**config.mk**
```make
export PLATFORM = sky130hd
export DESIGN_NAME = utf8_codepoint_decoder
export DESIGN_NICKNAME = d
export VERILOG_FILES = /design/src/utf8cd_pkg.sv /design/src/utf8cd_front.sv /design/src/utf8cd_fifo.sv /design/src/utf8cd_back.sv /design/src/utf8_codepoint_decoder.sv
export SDC_FILE = /design/constraint.sdc
export NUM_CORES = 1
export LEC_CHECK = 0
export BUFFER_PORTS_ARGS = -buffer_cell sky130_fd_sc_hd__buf_2
export CAP_MARGIN = 20
export CORE_AREA = 2 2 118 120
export CTS_CLUSTER_SIZE = 20
export DETAILED_ROUTE_END_ITERATION = 16
export DIE_AREA = 0 0 120 122
export PLACE_DENSITY = 0.83
export SYNTH_ARGS = -nofsm -noshare
export SYNTH_HDL_FRONTEND = slang
export SYNTH_HIERARCHICAL = 1
export SYNTH_SLANG_ARGS = --single-unit
```
**constraint.sdc**
```tcl
create_clock -name i_clk -period 5 [get_ports i_clk]
set_clock_uncertainty 0.1 [all_clocks]
set_input_delay 0.75 -clock i_clk [delete_from_list [all_inputs] [get_ports i_clk]]
set_output_delay 0.75 -clock i_clk [all_outputs]
set_load 0.02 [all_outputs]
```
**src/utf8cd_pkg.sv**
```systemverilog
// Shared types and constants for the UTF-8 code point decoder.
// No dependencies; used by every module of the block.
package utf8cd_pkg;

    localparam int unsigned BYTE_W         = 8;
    localparam int unsigned CP_W           = 21;
    // Up to four replacements can come out of a single byte.
    localparam int unsigned REP_W          = 3;
    localparam int unsigned FIFO_DEPTH_DEF = 4;

    localparam logic [CP_W-1:0] REPL_CP = 21'h00FFFD;

    // One decoded job: a run of replacements, then an optional plain code point.
    typedef struct packed {
        logic [REP_W-1:0] reps;
        logic             tail_vld;
        logic [CP_W-1:0]  tail_cp;
        logic             fin;
    } t_job;

endpackage

```
**src/utf8cd_front.sv**
```systemverilog
// Front end: takes one byte per beat, tracks the open sequence, emits jobs.
// Depends on utf8cd_pkg.
module utf8cd_front (
    input  logic                         i_clk,
    input  logic                         i_rst_n,
    input  logic                         i_valid,
    input  logic [utf8cd_pkg::BYTE_W-1:0] i_text_byte,
    input  logic                         i_final_byte,
    input  logic                         i_full,
    output logic                         o_stall,
    output logic                         o_push,
    output utf8cd_pkg::t_job             o_job
);
    import utf8cd_pkg::*;

    localparam logic [2:0] CLS_ASCII = 3'd0;
    localparam logic [2:0] CLS_TWO   = 3'd1;
    localparam logic [2:0] CLS_THREE = 3'd2;
    localparam logic [2:0] CLS_FOUR  = 3'd3;
    localparam logic [2:0] CLS_BAD   = 3'd4;

    logic [CP_W-1:0] r_partial, n_partial;
    logic [1:0]      r_needed,  n_needed;
    logic [1:0]      r_taken,   n_taken;
    logic [2:0]      cls;
    logic            is_cont;
    logic            accept;
    t_job            job;

    always_comb begin
        case (i_text_byte) inside
            [8'h00:8'h7F]: cls = CLS_ASCII;
            [8'hC0:8'hDF]: cls = CLS_TWO;
            [8'hE0:8'hEF]: cls = CLS_THREE;
            [8'hF0:8'hF7]: cls = CLS_FOUR;
            default:       cls = CLS_BAD;
        endcase
    end

    assign is_cont = (i_text_byte[7:6] == 2'b10);

    always_comb begin
        n_partial = r_partial;
        n_needed  = r_needed;
        n_taken   = r_taken;
        job       = '0;
        if ((r_needed != 2'd0) && is_cont) begin
            n_partial = {r_partial[CP_W-7:0], i_text_byte[5:0]};
            n_needed  = r_needed - 2'd1;
            n_taken   = r_taken + 2'd1;
            if (n_needed == 2'd0) begin
                job.tail_vld = 1'b1;
                job.tail_cp  = n_partial;
                n_partial    = '0;
                n_taken      = 2'd0;
            end
        end else begin
            // no open sequence, or a broken one: lead plus taken continuations are replaced; then scan as lead
            if (r_needed != 2'd0) begin
                job.reps = {1'b0, r_taken} + 3'd1;
            end
            n_partial = '0;
            n_needed  = 2'd0;
            n_taken   = 2'd0;
            case (cls)
                CLS_ASCII: begin
                    job.tail_vld = 1'b1;
                    job.tail_cp  = CP_W'(i_text_byte);
                end
                CLS_TWO: begin
                    n_needed  = 2'd1;
                    n_partial = CP_W'(i_text_byte[4:0]);
                end
                CLS_THREE: begin
                    n_needed  = 2'd2;
                    n_partial = CP_W'(i_text_byte[3:0]);
                end
                CLS_FOUR: begin
                    n_needed  = 2'd3;
                    n_partial = CP_W'(i_text_byte[2:0]);
                end
                default: begin
                    job.reps = job.reps + 3'd1;
                end
            endcase
        end
        if (i_final_byte) begin
            // truncated text
            if (n_needed != 2'd0) begin
                job.reps = job.reps + {1'b0, n_taken} + 3'd1;
            end
            n_partial = '0;
            n_needed  = 2'd0;
            n_taken   = 2'd0;
        end
        job.fin = i_final_byte;
    end

    assign accept  = i_valid && !i_full;
    assign o_stall = i_full;
    assign o_push  = accept && ((job.reps != '0) || job.tail_vld);
    assign o_job   = job;

    always_ff @(posedge i_clk) begin
        if (!i_rst_n) begin
            r_partial <= '0;
            r_needed  <= 2'd0;
            r_taken   <= 2'd0;
        end else if (accept) begin
            r_partial <= n_partial;
            r_needed  <= n_needed;
            r_taken   <= n_taken;
        end
    end

endmodule

```
**src/utf8cd_fifo.sv**
```systemverilog
// Small job queue between the front and back ends.
// Depends on utf8cd_pkg.
module utf8cd_fifo #(
    parameter int unsigned DEPTH = utf8cd_pkg::FIFO_DEPTH_DEF
) (
    input  logic             i_clk,
    input  logic             i_rst_n,
    input  logic             i_push,
    input  utf8cd_pkg::t_job i_job,
    input  logic             i_pop,
    output utf8cd_pkg::t_job o_head,
    output logic             o_full,
    output logic             o_empty
);
    import utf8cd_pkg::*;

    localparam int unsigned AW = (DEPTH > 1) ? $clog2(DEPTH) : 1;
    localparam int unsigned CW = $clog2(DEPTH + 1);
    localparam logic [AW-1:0] LAST = AW'(DEPTH - 1);
    localparam logic [CW-1:0] FULL = CW'(DEPTH);

    t_job          r_mem [DEPTH];
    logic [AW-1:0] r_wr, r_rd;
    logic [CW-1:0] r_cnt;
    logic          do_push, do_pop;

    assign o_full  = (r_cnt == FULL);
    assign o_empty = (r_cnt == '0);
    assign do_push = i_push && !o_full;
    assign do_pop  = i_pop && !o_empty;
    assign o_head  = r_mem[r_rd];

    always_ff @(posedge i_clk) begin
        if (do_push) begin
            r_mem[r_wr] <= i_job;
        end
    end

    always_ff @(posedge i_clk) begin
        if (!i_rst_n) begin
            r_wr  <= '0;
            r_rd  <= '0;
            r_cnt <= '0;
        end else begin
            if (do_push) begin
                r_wr <= (r_wr == LAST) ? '0 : r_wr + AW'(1);
            end
            if (do_pop) begin
                r_rd <= (r_rd == LAST) ? '0 : r_rd + AW'(1);
            end
            if (do_push && !do_pop) begin
                r_cnt <= r_cnt + CW'(1);
            end else if (do_pop && !do_push) begin
                r_cnt <= r_cnt - CW'(1);
            end
        end
    end

endmodule

```
**src/utf8cd_back.sv**
```systemverilog
// Back end: expands one job into result beats through an output register.
// Depends on utf8cd_pkg.
module utf8cd_back (
    input  logic                        i_clk,
    input  logic                        i_rst_n,
    input  logic                        i_empty,
    input  utf8cd_pkg::t_job            i_head,
    output logic                        o_pop,
    output logic                        o_valid,
    input  logic                        i_stall,
    output logic [utf8cd_pkg::CP_W-1:0] o_code_point,
    output logic                        o_is_replacement,
    output logic                        o_run_end,
    output logic                        o_text_end
);
    import utf8cd_pkg::*;

    logic            r_busy;
    t_job            r_job;
    t_job            src, rest;
    logic            src_vld, load, first_rep, last;
    logic            r_out_vld;
    logic [CP_W-1:0] r_cp;
    logic            r_rep, r_run_end, r_text_end;

    assign src       = r_busy ? r_job : i_head;
    assign src_vld   = r_busy || !i_empty;
    assign load      = src_vld && (!r_out_vld || !i_stall);
    assign first_rep = (src.reps != '0);
    assign last      = first_rep ? ((src.reps == 3'd1) && !src.tail_vld) : 1'b1;
    assign o_pop     = load && !r_busy;

    always_comb begin
        rest = src;
        if (first_rep) begin
            rest.reps = src.reps - 3'd1;
        end
    end

    always_ff @(posedge i_clk) begin
        if (!i_rst_n) begin
            r_busy    <= 1'b0;
            r_out_vld <= 1'b0;
        end else begin
            if (load) begin
                r_busy    <= !last;
                r_out_vld <= 1'b1;
            end else if (!i_stall) begin
                r_out_vld <= 1'b0;
            end
        end
    end

    always_ff @(posedge i_clk) begin
        if (load) begin
            r_job      <= rest;
            r_cp       <= first_rep ? REPL_CP : src.tail_cp;
            r_rep      <= first_rep;
            r_run_end  <= last;
            r_text_end <= last && src.fin;
        end
    end

    assign o_valid          = r_out_vld;
    assign o_code_point     = r_cp;
    assign o_is_replacement = r_rep;
    assign o_run_end        = r_run_end;
    assign o_text_end       = r_text_end;

endmodule

```
**src/utf8_codepoint_decoder.sv**
```systemverilog
// Top level of the UTF-8 code point decoder with U+FFFD replacement.
// Depends on utf8cd_pkg, utf8cd_front, utf8cd_fifo and utf8cd_back.
//
//  channel | direction | handshake          | payload
//  --------+-----------+--------------------+----------------------------------------
//  input   | in        | i_valid / o_stall  | i_text_byte[7:0], i_final_byte
//  output  | out       | o_valid / i_stall  | o_code_point[20:0], o_is_replacement,
//          |           |                    | o_run_end, o_text_end
//
// The front end takes one byte per cycle while o_stall is low, with its decode state
// updated at once; o_stall rises only when the job queue is full.
// A byte that yields n results (n is 0 to 4) holds the back end for one beat per
// result; a byte that only opens or extends a sequence costs the back end nothing.
// Results leave through a registered output stage, so a stalled output beat holds
// while the queue keeps filling.
// Reset (i_rst_n low, synchronous) clears the decode state, queue and output valid.
module utf8_codepoint_decoder #(
    parameter int unsigned FIFO_DEPTH = utf8cd_pkg::FIFO_DEPTH_DEF
) (
    input  logic                          i_clk,
    input  logic                          i_rst_n,
    input  logic                          i_valid,
    output logic                          o_stall,
    input  logic [utf8cd_pkg::BYTE_W-1:0] i_text_byte,
    input  logic                          i_final_byte,
    output logic                          o_valid,
    input  logic                          i_stall,
    output logic [utf8cd_pkg::CP_W-1:0]   o_code_point,
    output logic                          o_is_replacement,
    output logic                          o_run_end,
    output logic                          o_text_end
);
    import utf8cd_pkg::*;

    t_job push_job, head_job;
    logic push, pop, full, empty;

    // classify bytes and keep the partial code point
    utf8cd_front u_front (
        .i_clk        (i_clk),
        .i_rst_n      (i_rst_n),
        .i_valid      (i_valid),
        .i_text_byte  (i_text_byte),
        .i_final_byte (i_final_byte),
        .i_full       (full),
        .o_stall      (o_stall),
        .o_push       (push),
        .o_job        (push_job)
    );

    // decouples byte intake from replacement bursts
    utf8cd_fifo #(
        .DEPTH (FIFO_DEPTH)
    ) u_fifo (
        .i_clk   (i_clk),
        .i_rst_n (i_rst_n),
        .i_push  (push),
        .i_job   (push_job),
        .i_pop   (pop),
        .o_head  (head_job),
        .o_full  (full),
        .o_empty (empty)
    );

    // one result beat per cycle while the output is not stalled
    utf8cd_back u_back (
        .i_clk            (i_clk),
        .i_rst_n          (i_rst_n),
        .i_empty          (empty),
        .i_head           (head_job),
        .o_pop            (pop),
        .o_valid          (o_valid),
        .i_stall          (i_stall),
        .o_code_point     (o_code_point),
        .o_is_replacement (o_is_replacement),
        .o_run_end        (o_run_end),
        .o_text_end       (o_text_end)
    );

endmodule

```
======== Word level (Yosys, flattened, before mapping) ========
Memories as Yosys holds them, arrays and structs flattened. A register that Yosys moved wholly into a read port is not among the register bits.
Cells that the tools add are included.
cells by class
  add/subtract/negate cells ............... 11
  eq/ne operators ......................... 9
  magnitude comparators ................... 8
  reduce and logical (&&, ||, !) cells .... 36
  muxes and demuxes ....................... 36
operators by type and width
  cell                   number
  $mux W22               3
  $mux W15               3
  $mux W3                13
  $mux W26               1
  $ge A8 B8 Y1 const B   3
  $le A8 B8 Y1 const B   3
  $mux W2                9
  $logic_and A1 B1 Y1    15
  $pmux W5 S3            1
  $add A3 B1 Y3 const B  3
  $logic_not A1 Y1       9
  $ge A8 B1 Y1 const B   1
  $le A8 B7 Y1 const B   1
  $add A2 B1 Y2 const B  3
  $eq A2 B2 Y1 const B   3
  $eq A3 B1 Y1 const B   2
  $eq A3 B2 Y1 const B   2
  $logic_not A3 Y1       2
  $pmux W2 S3            1
  $reduce_bool A2 Y1     3
  $reduce_bool A3 Y1     2
  $sub A3 B1 Y3 const B  2
  $mux W1                5
  $reduce_or A4 Y1       1
  7 further kinds        9
storage, ports and cells
  logic and storage cells ................. 117
  RAM bits ................................ 104
  memories kept ........................... 1
  input bits .............................. 13
  bits in registers ....................... 78
memories
  name          words  bits a word  rd ports  clocked after memory_dff  wr ports  line               RTL
  u_fifo.r_mem  4      26           1         1                         1         utf8cd_fifo.sv:22  t_job r_mem [DEPTH];

======== Depth between registers and ports, before layout ========
Gate-level depths: netlist of run 1.
  word-level depth ........................ 22
  gate-level depth with buffers ........... 19
  gate-level depth less buffers ........... 17

======== Modules after synthesis ========
The synthesis of run 1 kept the hierarchy.
modules (own cells, without submodules)
  module        area an instance (um^2)  cells each  times used
  utf8cd_fifo   4277.9                   187         1
  utf8cd_back   2254.7                   127         1
  utf8cd_front  1353.8                   157         1

======== Worst setup path before layout of run 1 ========
No wires, ideal clock.
  kind .................................... input -> register
  from .................................... input port i_text_byte[6] in the netlist's numbering
  to ...................................... register u_fifo.r_cnt[2]
  path slack .............................. 1.087 ns
  arrival time ............................ 3.737 ns
  required time ........................... 4.824 ns
  library setup time ...................... 0.076 ns
  stages .................................. 17
  cells stage by stage .................... buf_6 > or3b_1 > buf_6 > or2b_1 > o22ai_1 > a32o_1 > ha_1 > xor2_1 > a21boi_0 > nor2b_1 > buf_2 > ha_1 > inv_1 > fa_1 > xor2_1 > or3_1 > a21boi_0
on the way
  word-level cells in the longest chain between the ends .. 21
ends and longest elaborated chain
  element                                                               line                          RTL
  from (decl)                                                           utf8_codepoint_decoder.sv:24  input logic [utf8cd_pkg::BYTE_W-1:0] i_text_byte,
  $ge A8 B8 Y1 (no source line) / $le A8 B8 Y1 (equally long branches)  n/a
  $logic_and A1 B1 Y1 (no source line)                                  n/a
  $mux W3 (4 in a row)                                                  utf8cd_front.sv:31            case (i_text_byte) inside
  $eq A3 B1 Y1, or another cell as far along                            utf8cd_front.sv:65            case (cls)
  $reduce_or A4 Y1 (no source line)                                     n/a
  $mux W3                                                               utf8cd_front.sv:65
  $mux W3                                                               utf8cd_front.sv:47            if ((r_needed != 2'd0) && is_cont) begin
  $add A3 B2 Y3                                                         utf8cd_front.sv:90            job.reps = job.reps + {1'b0, n_taken} + 3'd1;
  [... 4 more ...]                                                      n/a
  $logic_or A1 B1 Y1 *                                                  utf8cd_front.sv:101           assign o_push = accept && ((job.reps != '0) || job.tail_vld);
  $logic_and A1 B1 Y1 *                                                 utf8cd_front.sv:101
  named net push                                                        utf8_codepoint_decoder.sv:36  logic push, pop, full, empty;
  $logic_and A1 B1 Y1 *                                                 utf8cd_fifo.sv:29             assign do_push = i_push && !o_full;
  named net u_fifo.do_push                                              utf8cd_fifo.sv:25             logic do_push, do_pop;
  $logic_not A1 Y1                                                      utf8cd_fifo.sv:53             end else if (do_pop && !do_push) begin
  $logic_and A1 B1 Y1                                                   utf8cd_fifo.sv:53
  $reduce_bool A2 Y1 (no source line)                                   n/a
  to (signal assigned)                                                  utf8cd_fifo.sv:52             r_cnt <= r_cnt + CW'(1);
  to (signal assigned)                                                  utf8cd_fifo.sv:54             r_cnt <= r_cnt - CW'(1);
  to (decl)                                                             utf8cd_fifo.sv:24             logic [CW-1:0] r_cnt;
Mark *: on every way through the listed nets, which the timed path passes. The rest lies on a longest branch.
A chain may end at the register's enable or synchronous reset.

======== Worst setup path after layout of run 1 ========
  from .................................... register u_front.r_needed[0]
  to ...................................... register u_fifo.r_cnt[2]
on the way
  word-level cells in the longest chain between the ends .. 17
ends and longest elaborated chain
  element                              line                                    RTL
  from (decl)                          utf8cd_front.sv:23                      logic [1:0] r_needed, n_needed;
  from (signal assigned)               utf8cd_front.sv:111                     r_needed <= n_needed;
  $reduce_bool A2 Y1                   utf8cd_front.sv:47, utf8cd_front.sv:59
  $mux W3                              utf8cd_front.sv:59                      if (r_needed != 2'd0) begin
  $mux W3                              utf8cd_front.sv:47
  $add A3 B1 Y3                        utf8cd_front.sv:83                      job.reps = job.reps + 3'd1;
  $mux W3                              utf8cd_front.sv:65
  $mux W3                              utf8cd_front.sv:47
  $add A3 B2 Y3                        utf8cd_front.sv:90
  $add A3 B1 Y3                        utf8cd_front.sv:90
  [... 2 more ...]                     n/a
  $reduce_bool A3 Y1                   utf8cd_front.sv:101
  $logic_or A1 B1 Y1 *                 utf8cd_front.sv:101
  $logic_and A1 B1 Y1 *                utf8cd_front.sv:101
  named net push                       utf8_codepoint_decoder.sv:36
  $logic_and A1 B1 Y1 *                utf8cd_fifo.sv:29
  $logic_not A1 Y1                     utf8cd_fifo.sv:53
  $logic_and A1 B1 Y1                  utf8cd_fifo.sv:53
  $reduce_bool A2 Y1 (no source line)  n/a
Mark *: on every way through the listed nets, which the timed path passes. The rest lies on a longest branch. The select of a mux whose other input is x is not followed.

==> summary.log, run 1 <==
qor: floorplanning.initial_core_util 58.4%
qor: routing.via_per_inst 5.72
qor: clocking.cts.htree.levels 4
qor: routing.ant_nets 0
qor: layout.multi_input_comb_area 2420 um2
qor: timing.whs 413 ps
qor: logic_synthesis.synth_fp_nets 500
qor: pwr.power_leakage 3.03 nW
qor: logic_synthesis.synthesis.instances 471
qor: clocking.root_buffer_cell clkbuf_16
qor: timing.timing.final.hold_violations 0
qor: layout.area.sequential 5230 um2
qor: timing.fmax 0.235 GHz
qor: logic_synthesis.synth_seq_cells 184
qor: placement.cell_area_after_placement 8190 um2
qor: logic_synthesis.postSynthAreaPerCell 16.7 um2
qor: grt.global_route.usage.met3 3.70%
qor: clocking.path_clk_slew 60 ps
qor: timing.rsz0062_at_grt false
qor: grt.grt_overflow_total 0
qor: floorplanning.io_pins 39
qor: critical_path.criticalPathCategory reg2reg
qor: grt.use_met2 32.0%
qor: critical_path.cp_common_cell ha_1
qor: timing.fin_crit 4250 ps
qor: logic_synthesis.edff_count_synth 154
qor: critical_path.critical-path-slowest-cell or3b_1
qor: pwr.power.density_cell_area 521 nW/um2
qor: floorplanning.chip_width 120 um
qor: routing.routed_wirelength 13300 um
qor: logic_synthesis.yosys.area.top_type edfxtp_1
qor: placement.io_buffers 38
qor: clocking.tritoncts built
qor: floorplanning.core_area 13500 um2
qor: layout.diodes 0
qor: clocking.cts.repair_timing.setup_buffer_count 0
qor: clocking.worstSkewPairLatency 440 ps
qor: grt.grt_start_max_net_pins 33
qor: layout.fillerInstances 906
qor: routing.drt_first_pass_iters 5
qor: critical_path.crit_chain inv_1 > ha_1 > or3b_1 > or2b_1 > o22ai_1 > a32o_1 > ha_1 > xor2_1 > a21boi_0 > nor2b_1 > ha_1 > inv_1 > fa_1 > xor2_1 > or3_1 > a21boi_0
qor: critical_path.critical_path_required 5260 ps
qor: grt.antenna_found_initial 0
qor: timing.final_setup_violating_endpoints 0
qor: critical_path.timing.critical_path.max_delay_family simple AND/OR/NAND/NOR gates
qor: logic_synthesis.synthTopCellsByCount edfxtp_1, and2_1, dfxtp_1
qor: logic_synthesis.mappedNetlistArea 7890 um2
qor: grt.grt_use_met1 24.9%
qor: grt.vias_in_the_first_global_route 4008
qor: critical_path.critPathMaxStageDelay 560 ps
qor: timing.final-max-slew-violation-count 0
qor: routing.post_drt_wl_per_cell 18.8 um
qor: logic_synthesis.portion_of_synthesized_cell_area_occupied_by_the_leading_cell_type 58.6%
qor: placement.dpl.hpwl 8380 um
qor: critical_path.worstSetupEndpointType register
qor: critical_path.cp-start-kind register
qor: timing.period_utilization 85.0%
qor: logic_synthesis.dominantRegCellSynth edfxtp_1
qor: clocking.ctsResizeCount 0
qor: grt.first_pass_grt_wire_length 20900 um
qor: timing.post-route-worst-setup-slack 750 ps
qor: critical_path.cp.arrival 4510 ps
qor: job.drv_cap 0
qor: placement.place_ws 524 ps
qor: clocking.max-clock-path-buffers 2
qor: critical_path.worstPathBufferInverterCount 2
qor: floorplanning.dieArea 14600 um2
qor: critical_path.path_max_fanout 9
qor: grt.grt.total_usage 19.3%
qor: grt.busiest_layer met2
qor: clocking.cts_made_buffers 17
qor: pwr.ir_worst_vdd 0.266 mV
qor: layout.nets 543
qor: timing.max-slew-margin-rel 39.7%
qor: layout.drive_gt1_share 25.6%
qor: logic_synthesis.async_flop_share 0%
qor: floorplanning.die_y 122 um
qor: logic_synthesis.synth_area_leaders edfxtp_1, dfxtp_1, mux4_2, mux2_4, and2_1
qor: logic_synthesis.post-synth-top-count-cell edfxtp_1
qor: routing.dr_total_vias 4043
qor: layout.areaGrowthSynthToFinish 11.5%
qor: routing.detail_route.drc_violations 0
qor: floorplanning.placement_rows 43
qor: timing.tns 0 ps
qor: routing.dr.first_iter.drc_count 272
qor: clocking.clkSinkCount 184
qor: timing.worst-slew-pin-transition 902 ps
qor: logic_synthesis.synth_seq_area_share 66.3%
qor: layout.fin_area 8790 um2
qor: logic_synthesis.yosys_warnings 6
qor: logic_synthesis.synth.lib_cells_used.distinct 59
qor: placement.routabilityCongestion 0.906
qor: outcome.status complete, no violations
qor: clocking.cts_hold_buf 0
qor: min_path.hold_class reg2reg
[through the flow]
step | utilization, % | total power, mW | std cells
6_report | 65.1 | 4.58 | 707
5_1_grt | 65.1 | 4.76 | 707
4_1_cts | 65.1 | 4.62 | 707
3_5_place_dp | 60.7 | 3.26 | 675
3_3_place_gp | 60.7 | 3.22 | 675
2_1_floorplan | - | 3.02 | 471
[kinds of logic (layout without fill, tap and decap cells)]
| kind of cell | count (synthesis) | in the layout | share of synthesized area (%) |
|---|---|---|---|
| AND/OR/NAND/NOR | 116 | 116 | 9.19 |
| flip-flops | 184 | 184 | 66.3 |
| XOR/XNOR | 6 | 6 | 0.666 |
| adder cells (fa/ha/maj) | 16 | 16 | 2.63 |
| buffers and inverters | 38 | 94 | 3.17 |
| multiplexers | 59 | 59 | 13.0 |
| AO/OA/AOI/OAI | 52 | 52 | 5.05 |
[worst register-to-register path, delay by kind of cell, from the launching register on]
family | cells | cell delay (ps)
and+or+nand+nor | 4 | 1490
adders and majority gates | 4 | 1130
AOI/OAI and AO/OA | 4 | 630
DFF | 1 | 380
xor gates and xnor gates | 2 | 310
buffers and inverters | 2 | 120
[cell usage in the layout, fill, tap and decap left out, types with 3 or more instances in the layout]
cell type and instances:
nor2b_1 23, a22oi_1 16, mux2_4 15, and2_1 34, ha_1 15, xor2_1 3
clkbuf_16 17, nand2b_1 6, nand3_1 4, buf_4 10, mux4_1 6, edfxtp_1 154
a21boi_0 3, nand2_1 14, inv_6 4, mux2_2 9, mux2i_1 8, inv_1 14
mux4_2 20, o21ai_0 9, bufinv_16 3, buf_2 38, dfxtp_1 30, or2_1 15
nor2_1 5, xnor2_1 3
[cell type report]
| type | count | area share [%] |
|---|---|---|
| clock inverter | 14 | 1.95 |
| sequential | 184 | 59.4 |
| clock buffer | 18 | 4.88 |
| multi-input combinational | 249 | 27.6 |
| tap | 180 | 2.56 |
| inverter | 14 | 0.598 |
| timing repair buffer | 48 | 3.02 |
[final timing paths]
path,startpoint,end,slack [ps],cells after the start
max,u_front/r_needed[0],u_fifo/r_cnt[2],750,16
min,u_fifo/r_wr[1],u_fifo/r_wr[1],410,2
max reg2reg,u_front/r_needed[0],u_fifo/r_cnt[2],750,16
min reg2reg,u_fifo/r_wr[1],u_fifo/r_wr[1],410,2
[routing by layer]
layer	part of all wire [%]	up-vias	wire length (um)
li1	-	1888	-
met1	42	2018	5560
met2	52	119	6860
met3	4.6	18	607
met4	2.0	0	265
met5	0	-	0
[registers in the layout (all words and copies together), names as in the netlist, named ones only]
| register | count |
|---|---|
| u_fifo/r_mem | 104 |
| u_back/r_job | 26 |
| u_back/o_code_point | 21 |
| u_front/r_partial | 15 |
| u_fifo/r_cnt | 3 |
| u_fifo/r_rd | 2 |
| u_fifo/r_wr | 2 |
| u_front/r_needed | 2 |
| u_front/r_taken | 2 |
| u_back/o_is_replacement | 1 |
| u_back/o_run_end | 1 |
| u_back/o_text_end | 1 |
| u_back/o_valid | 1 |
| u_back/r_busy | 1 |
[where the power goes]
part | switching (mW) | total (mW) | internal, mW
sequential | 0.125 | 2.21 | 2.08
clock | 0.562 | 1.35 | 0.789
combinational | 0.579 | 1.02 | 0.441
Note: power is estimated with default switching activity, not from simulation.
==> run 2, diff against run 1 <==
--- a/config.mk
+++ b/config.mk
@@ -5,13 +5,14 @@
 export SDC_FILE = /design/constraint.sdc
 export NUM_CORES = 1
 export LEC_CHECK = 0
+export ABC_AREA = 1
 export BUFFER_PORTS_ARGS = -buffer_cell sky130_fd_sc_hd__buf_2
 export CAP_MARGIN = 20
-export CORE_AREA = 2 2 118 120
+export CORE_AREA = 2 2 140 142
 export CTS_CLUSTER_SIZE = 20
 export DETAILED_ROUTE_END_ITERATION = 16
-export DIE_AREA = 0 0 120 122
-export PLACE_DENSITY = 0.83
+export DIE_AREA = 0 0 142 144
+export PLACE_DENSITY = 0.64
 export SYNTH_ARGS = -nofsm -noshare
 export SYNTH_HDL_FRONTEND = slang
 export SYNTH_HIERARCHICAL = 1
==> run 2 against run 1 <==
Against the previous run: final area barely moved; total power increased by 8.0%; cell count grew 43%; utilization down 19 points; non-clock buffer count up 1; count of clock-buffer cells in the layout up 1; global-route usage fell by 3.6 points; die area increased by 40%; routed wire length increased by 14%; combinational power is 42% higher; critical path type unchanged; largest cell class unchanged; highest routed layer unchanged.
==> summary.log, run 2 <==
qor: outcome.status complete, no violations
qor: clocking.worstSkewPairLatency 420 ps
qor: grt.vias_in_the_first_global_route 4628
qor: min_path.worstHoldEndpoint u_front/r_partial[9]
qor: layout.drive_gt1_share 14.9%
qor: logic_synthesis.yosys_warnings 6
qor: min_path.hold_class reg2reg
qor: pwr.power.density_cell_area 563 nW/um2
qor: critical_path.cp-start-kind register
qor: floorplanning.io_pins 39
qor: clocking.root_buffer_cell clkbuf_16
qor: critical_path.rrSetupSlack 1110 ps
qor: routing.drt_first_pass_iters 5
qor: timing.tns 0 ps
qor: routing.via_per_inst 4.89
qor: logic_synthesis.synth_seq_cells 184
qor: placement.place_ws 936 ps
qor: pwr.power_leakage 3.26 nW
qor: job.drv_cap 0
qor: layout.max_flop_register u_fifo/r_mem
qor: clocking.cts_hold_buf 0
qor: logic_synthesis.synthTopCellsByCount edfxtp_1, nand2_1, nor2_1
qor: critical_path.ff2ff_path_depth 20
qor: floorplanning.chip_width 142 um
qor: min_path.hold_start u_front/r_partial[9]
qor: logic_synthesis.yosys.area.top_type edfxtp_1
qor: logic_synthesis.synth_area_leaders edfxtp_1, dfxtp_1, nand2_1, nor2_1, o21ai_0
qor: timing.final-max-slew-violation-count 0
qor: floorplanning.initial_core_util 41.2%
qor: logic_synthesis.synth_seq_area_share 66.5%
qor: logic_synthesis.edff_count_synth 154
qor: logic_synthesis.mappedNetlistArea 7850 um2
qor: placement.dpl.hpwl 9670 um
qor: floorplanning.die_y 144 um
qor: min_path.holdPathStages 2
qor: layout.mostFrequentLayoutCell edfxtp_1
qor: layout.nets 787
qor: logic_synthesis.postSynthAreaPerCell 10.9 um2
qor: timing.rsz0062_at_grt false
qor: clocking.tritoncts built
qor: routing.dr_total_vias 4925
qor: critical_path.r2r-start u_front/r_needed[0]
qor: routing.dr.first_iter.drc_count 331
qor: critical_path.criticalPathCategory reg2reg
qor: critical_path.r2r-end u_fifo/r_cnt[1]
qor: floorplanning.placement_rows 51
qor: critical_path.cp.arrival 4100 ps
qor: grt.grt_overflow_total 0
qor: placement.routabilityCongestion 0.852
qor: timing.period_utilization 77.8%
qor: floorplanning.core_area 19100 um2
qor: pwr.p_switching 1.67 mW
qor: timing.fmax 0.257 GHz
qor: logic_synthesis.async_flop_share 0%
qor: critical_path.path_max_fanout 21
qor: clocking.clkSinkCount 184
qor: layout.diodes 0
qor: routing.detail_route.drc_violations 0
qor: timing.final_setup_violating_endpoints 0
qor: routing.routed_wirelength 15100 um
qor: pwr.p_int 3.27 mW
qor: grt.antenna_found_initial 0
qor: logic_synthesis.synthesis.instances 723
qor: clocking.cts.htree.levels 4
qor: critical_path.critical_path_required 5210 ps
qor: pwr.clock_network_power_share 25.7%
qor: critical_path.worstSetupEndpointType register
qor: logic_synthesis.synth_fp_nets 752
qor: layout.areaGrowthSynthToFinish 11.9%
qor: floorplanning.dieArea 20400 um2
qor: routing.ant_nets 0
qor: timing.fin_crit 3890 ps
qor: layout.finalNonFillerCells 1008
qor: pwr.ir_worst_vdd 0.300 mV
qor: clocking.path_clk_slew 70 ps
qor: placement.placed_instance_count 977
qor: placement.io_buffers 38
qor: logic_synthesis.portion_of_synthesized_cell_area_occupied_by_the_leading_cell_type 58.9%
qor: grt.grt.total_usage 15.7%
qor: pwr.seqPwrFrac 45.0%
qor: timing.post-route-worst-setup-slack 1110 ps
qor: layout.largest_register_ff_count 104
qor: pwr.power.combinational.fraction 29.3%
qor: clocking.cts_made_buffers 17
qor: layout.mostFrequentLayoutCells edfxtp_1, nand2_1, nor2_1, inv_1, o21ai_0
qor: timing.max-slew-margin-rel 52.1%
qor: clocking.max-clock-path-buffers 2
qor: logic_synthesis.dominantRegCellSynth edfxtp_1
qor: routing.post_drt_wl_per_cell 15.0 um
qor: timing.worst-slew-pin-transition 714 ps
qor: logic_synthesis.post-synth-top-count-cell edfxtp_1
qor: grt.grt_start_max_net_pins 53
qor: timing.timing.final.hold_violations 0
qor: logic_synthesis.synth.lib_cells_used.distinct 38
qor: pwr.switching_share 33.8%
qor: clocking.ctsResizeCount 0
qor: clocking.cts.repair_timing.setup_buffer_count 0
qor: grt.first_pass_grt_wire_length 24300 um
## run 2: layer usage
layer	global-route usage (%)	up-vias	part of all wire (%)
li1	-	2526	-
met1	22.8	2302	51
met2	23.5	83	44
met3	3.05	14	3.1
met4	5.58	0	1.3
met5	0	-	0
## run 2: cell families after synthesis
logic type,share of synthesized area (%)
adder cells (fa/ha/maj),2.65
buffers and inverters,5.72
AND/OR/NAND/NOR,16.2
multiplexers,0.255
XOR/XNOR,0.223
AO/OA/AOI/OAI,8.38
flip-flops,66.5
## run 2: worst max path at each step
stage	start	endpoint	slack, ps
floorplan	u_front/r_taken[0]	u_fifo/r_mem[0][0]	1320
global placement	i_text_byte[6]	u_fifo/r_cnt[1]	1020
detailed placement	i_text_byte[6]	u_fifo/r_cnt[1]	940
CTS	u_front/r_needed[0]	u_fifo/r_cnt[2]	1120
global route	u_front/r_needed[0]	u_fifo/r_cnt[2]	750
finish	u_front/r_needed[0]	u_fifo/r_cnt[1]	1110
## run 2: power groups by stage
stage	sequential, mW	combinational [mW]	clock (mW)
after global routing	2.26	1.64	1.35
after floorplan	2.35	0.984	0
final	2.23	1.45	1.27
after detailed placement	2.26	1.46	0
after CTS	2.23	1.46	1.29
after global placement	2.26	1.44	0
## run 2: cell type report
cell class	instances	area, um2
Fill cell	1759	10300
Sequential cell	184	5230
Multi-Input combinational cell	445	2190
Clock buffer	19	433
Tap cell	238	298
Timing Repair Buffer	49	273
Inverter	61	234
Clock inverter	12	128
## run 2: metrics by stage
step	power [mW]	utilization, %	hold slack (ps)	area [um2]
after floorplan	3.34	-	344	7850
after global placement	3.69	43.1	355	8220
after detailed placement	3.72	43.1	358	8220
after CTS	4.99	46.0	369	8780
after global routing	5.26	46.0	392	8780
final	4.95	46.0	367	8780
## run 2: worst max-delay path: stages, from the launching register on
cell and delay [ps]:
dfxtp_1 350, inv_1 70, ha_1 250, inv_1 100, nand3_2 360, nor2_2 250, inv_2 70, or2_4 230
nand2_1 70, ha_1 220, nand3_1 110, nand3_2 80, nor2_2 120, a21oi_2 100, nand2_1 290, inv_1 80
ha_1 230, inv_1 90, fa_1 400, o21ai_0 170, nor2_1 50
==> run 3, diff against run 2 <==
==> constraint.sdc (replaced) <==
create_clock -name i_clk -period 3.8 [get_ports i_clk]
set_clock_uncertainty 0.1 [all_clocks]
set_input_delay 0.57 -clock i_clk [delete_from_list [all_inputs] [get_ports i_clk]]
set_output_delay 0.57 -clock i_clk [all_outputs]
set_load 0.02 [all_outputs]
==> run 3 against run 2 <==
Against the previous run: combinational power up 32%; routed wire length grew 1.9%; count of clock-buffer cells in the layout is 1 lower; highest routed layer unchanged; critical endpoint is now u_fifo/r_cnt[2]; critical path type unchanged; hold slack worse by 51 ps; largest power group unchanged.
==> summary.log, run 3 (synthesis gave the netlist of run 2 again) <==
qor: clocking.ctsResizeCount 0
qor: timing.fin_crit 3420 ps
qor: critical_path.critPathMaxStageDelay 380 ps
qor: routing.ant_nets 0
qor: floorplanning.io_pins 39
qor: min_path.hold_start i_text_byte[3]
qor: critical_path.ff2ff_path_depth 24
qor: critical_path.critical_path_required 4030 ps
qor: floorplanning.initial_core_util 41.2%
qor: layout.fillerInstances 1725
qor: clocking.clkSinkCount 184
qor: pwr.power_leakage 3.28 nW
qor: min_path.holdPathStages 3
qor: min_path.worstHoldEndpoint u_front/r_partial[3]
qor: layout.final_design_utilization 46.2%
qor: critical_path.r2r-start u_front/r_needed[0]
qor: pwr.ir_worst_vdd 0.372 mV
qor: grt.grt_start_max_net_pins 52
qor: timing.final_setup_violating_endpoints 0
qor: critical_path.timing.critical_path.max_delay_family simple AND/OR/NAND/NOR gates
qor: grt.antenna_found_initial 0
qor: timing.period_utilization 90.0%
qor: layout.diodes 0
qor: critical_path.worstSetupEndpointType register
qor: timing.max-slew-margin-rel 48.7%
qor: critical_path.path_max_fanout 8
qor: critical_path.critical-path-slowest-cell fa_1
qor: critical_path.r2r-end u_fifo/r_cnt[2]
qor: placement.placed_instance_count 982
qor: timing.timing.final.hold_violations 0
qor: timing.whs 316 ps
qor: grt.grt.total_usage 15.8%
qor: routing.dr_total_vias 5087
qor: layout.fin_area 8810 um2
qor: min_path.hold_class in2reg
qor: floorplanning.dieArea 20400 um2
qor: clocking.tritoncts built
qor: grt.vias_in_the_first_global_route 4712
qor: clocking.cts_made_buffers 17
qor: clocking.path_clk_slew 70 ps
qor: clocking.root_buffer_cell clkbuf_16
qor: outcome.status complete, no violations
qor: layout.max_flop_register u_fifo/r_mem
qor: clocking.cts.htree.levels 4
qor: placement.io_buffers 38
qor: timing.tns 0 ps
qor: floorplanning.die_y 144 um
qor: clocking.max-clock-path-buffers 2
qor: critical_path.cp_common_cell inv_1
qor: timing.final-max-slew-violation-count 0
qor: critical_path.criticalPathCategory reg2reg
qor: grt.grt_overflow_total 0
qor: routing.detail_route.drc_violations 0
qor: critical_path.cp-start-kind register
qor: clocking.cts.repair_timing.setup_buffer_count 0
qor: routing.via_per_inst 5.02
qor: floorplanning.chip_width 142 um
qor: routing.drt_first_pass_iters 5
qor: layout.drive_gt1_share 15.6%
qor: timing.worst-slew-pin-transition 765 ps
qor: critical_path.crit_chain inv_1 > ha_1 > inv_1 > nand3_2 > nor2_2 > inv_2 > or2_4 > nand2_1 > ha_1 > nand3_2 > nand2_2 > inv_2 > a21oi_2 > nand2_1 > inv_1 > ha_1 > inv_1 > fa_1 > inv_1 > nand2_1 > nand3_1 > nand2_1 > inv_1 > nor2_1
qor: layout.nets 792
qor: placement.routabilityCongestion 0.855
qor: pwr.power.density_cell_area 738 nW/um2
qor: routing.post_drt_wl_per_cell 15.2 um
qor: clocking.worstSkewPairLatency 430 ps
qor: critical_path.worstPathBufferInverterCount 8
qor: timing.fmax 0.292 GHz
qor: critical_path.rrSetupSlack 380 ps
qor: job.drv_cap 0
qor: floorplanning.placement_rows 51
qor: layout.mostFrequentLayoutCell edfxtp_1
qor: grt.first_pass_grt_wire_length 24600 um
qor: timing.rsz0062_at_grt false
qor: clocking.cts_hold_buf 0
qor: layout.areaGrowthSynthToFinish 12.2%
qor: layout.mostFrequentLayoutCells edfxtp_1, nand2_1, nor2_1, inv_1, o21ai_0
qor: routing.dr.first_iter.drc_count 335
qor: placement.dpl.hpwl 9890 um
qor: layout.finalNonFillerCells 1014
qor: routing.routed_wirelength 15400 um
qor: floorplanning.core_area 19100 um2
qor: critical_path.cp.arrival 3650 ps
qor: layout.largest_register_ff_count 104
qor: placement.cell_area_after_placement 8260 um2
run 3: changes by cell type in the layout (fill, tap and decap cells not counted):
cell,delta
buf_4,+5
bufinv_16,-1
clkbuf_1,-1
clkinv_1,+1
inv_6,+1
inv_8,+1
run 3: how the worst max path moves through the flow:
stage,startpoint,to,slack (ps),cells past startpoint
floorplan,u_front/r_taken[0],u_fifo/r_mem[0][0],120,15
global placement,i_text_byte[6],u_fifo/r_cnt[2],440,23
detailed placement,i_text_byte[6],u_fifo/r_cnt[2],370,23
CTS,u_front/r_needed[0],u_fifo/r_cnt[2],390,24
global route,u_front/r_needed[0],u_fifo/r_cnt[2],70,23
finish,u_front/r_needed[0],u_fifo/r_cnt[2],380,24
run 3: per-stage QoR:
stage / setup slack, ps / total power [mW]
final: 379 / 6.50
after global routing: 65.2 / 6.91
after CTS: 388 / 6.57
after detailed placement: 370 / 4.92
after global placement: 437 / 4.87
after floorplan: 118 / 4.39
run 3: layout make-up:
class	instances	area [um2]	share of cell area (%)
Inverter	61	234	2.66
Timing Repair Buffer	54	310	3.52
Clock buffer	18	429	4.87
Sequential cell	184	5230	59.3
Multi-Input combinational cell	445	2190	24.9
Clock inverter	14	121	1.38
Tap cell	238	298	3.38
run 3: power breakdown:
part | internal (mW) | total, mW | leakage (nW) | switching (mW)
Clock | 0.904 | 1.65 | 0.264 | 0.743
Sequential | 2.81 | 2.95 | 1.66 | 0.143
Combinational | 0.550 | 1.91 | 1.36 | 1.36
Total | 4.26 | 6.50 | 3.28 | 2.24
run 3: per-layer routing:
| layer | routed length, um | vias to the layer above | global-route usage [%] |
|---|---|---|---|
| li1 | - | 2537 | - |
| met1 | 7460 | 2402 | 22.3 |
| met4 | 146 | 0 | 4.95 |
| met3 | 867 | 15 | 3.71 |
| met5 | 0 | - | 0 |
| met2 | 6960 | 133 | 24.4 |
run 3: tightest hold or removal path, delay by kind of cell:
family          cells  cell delay (ps)
compound gates      1               60
simple gates        1               70
buf+inv             1              100
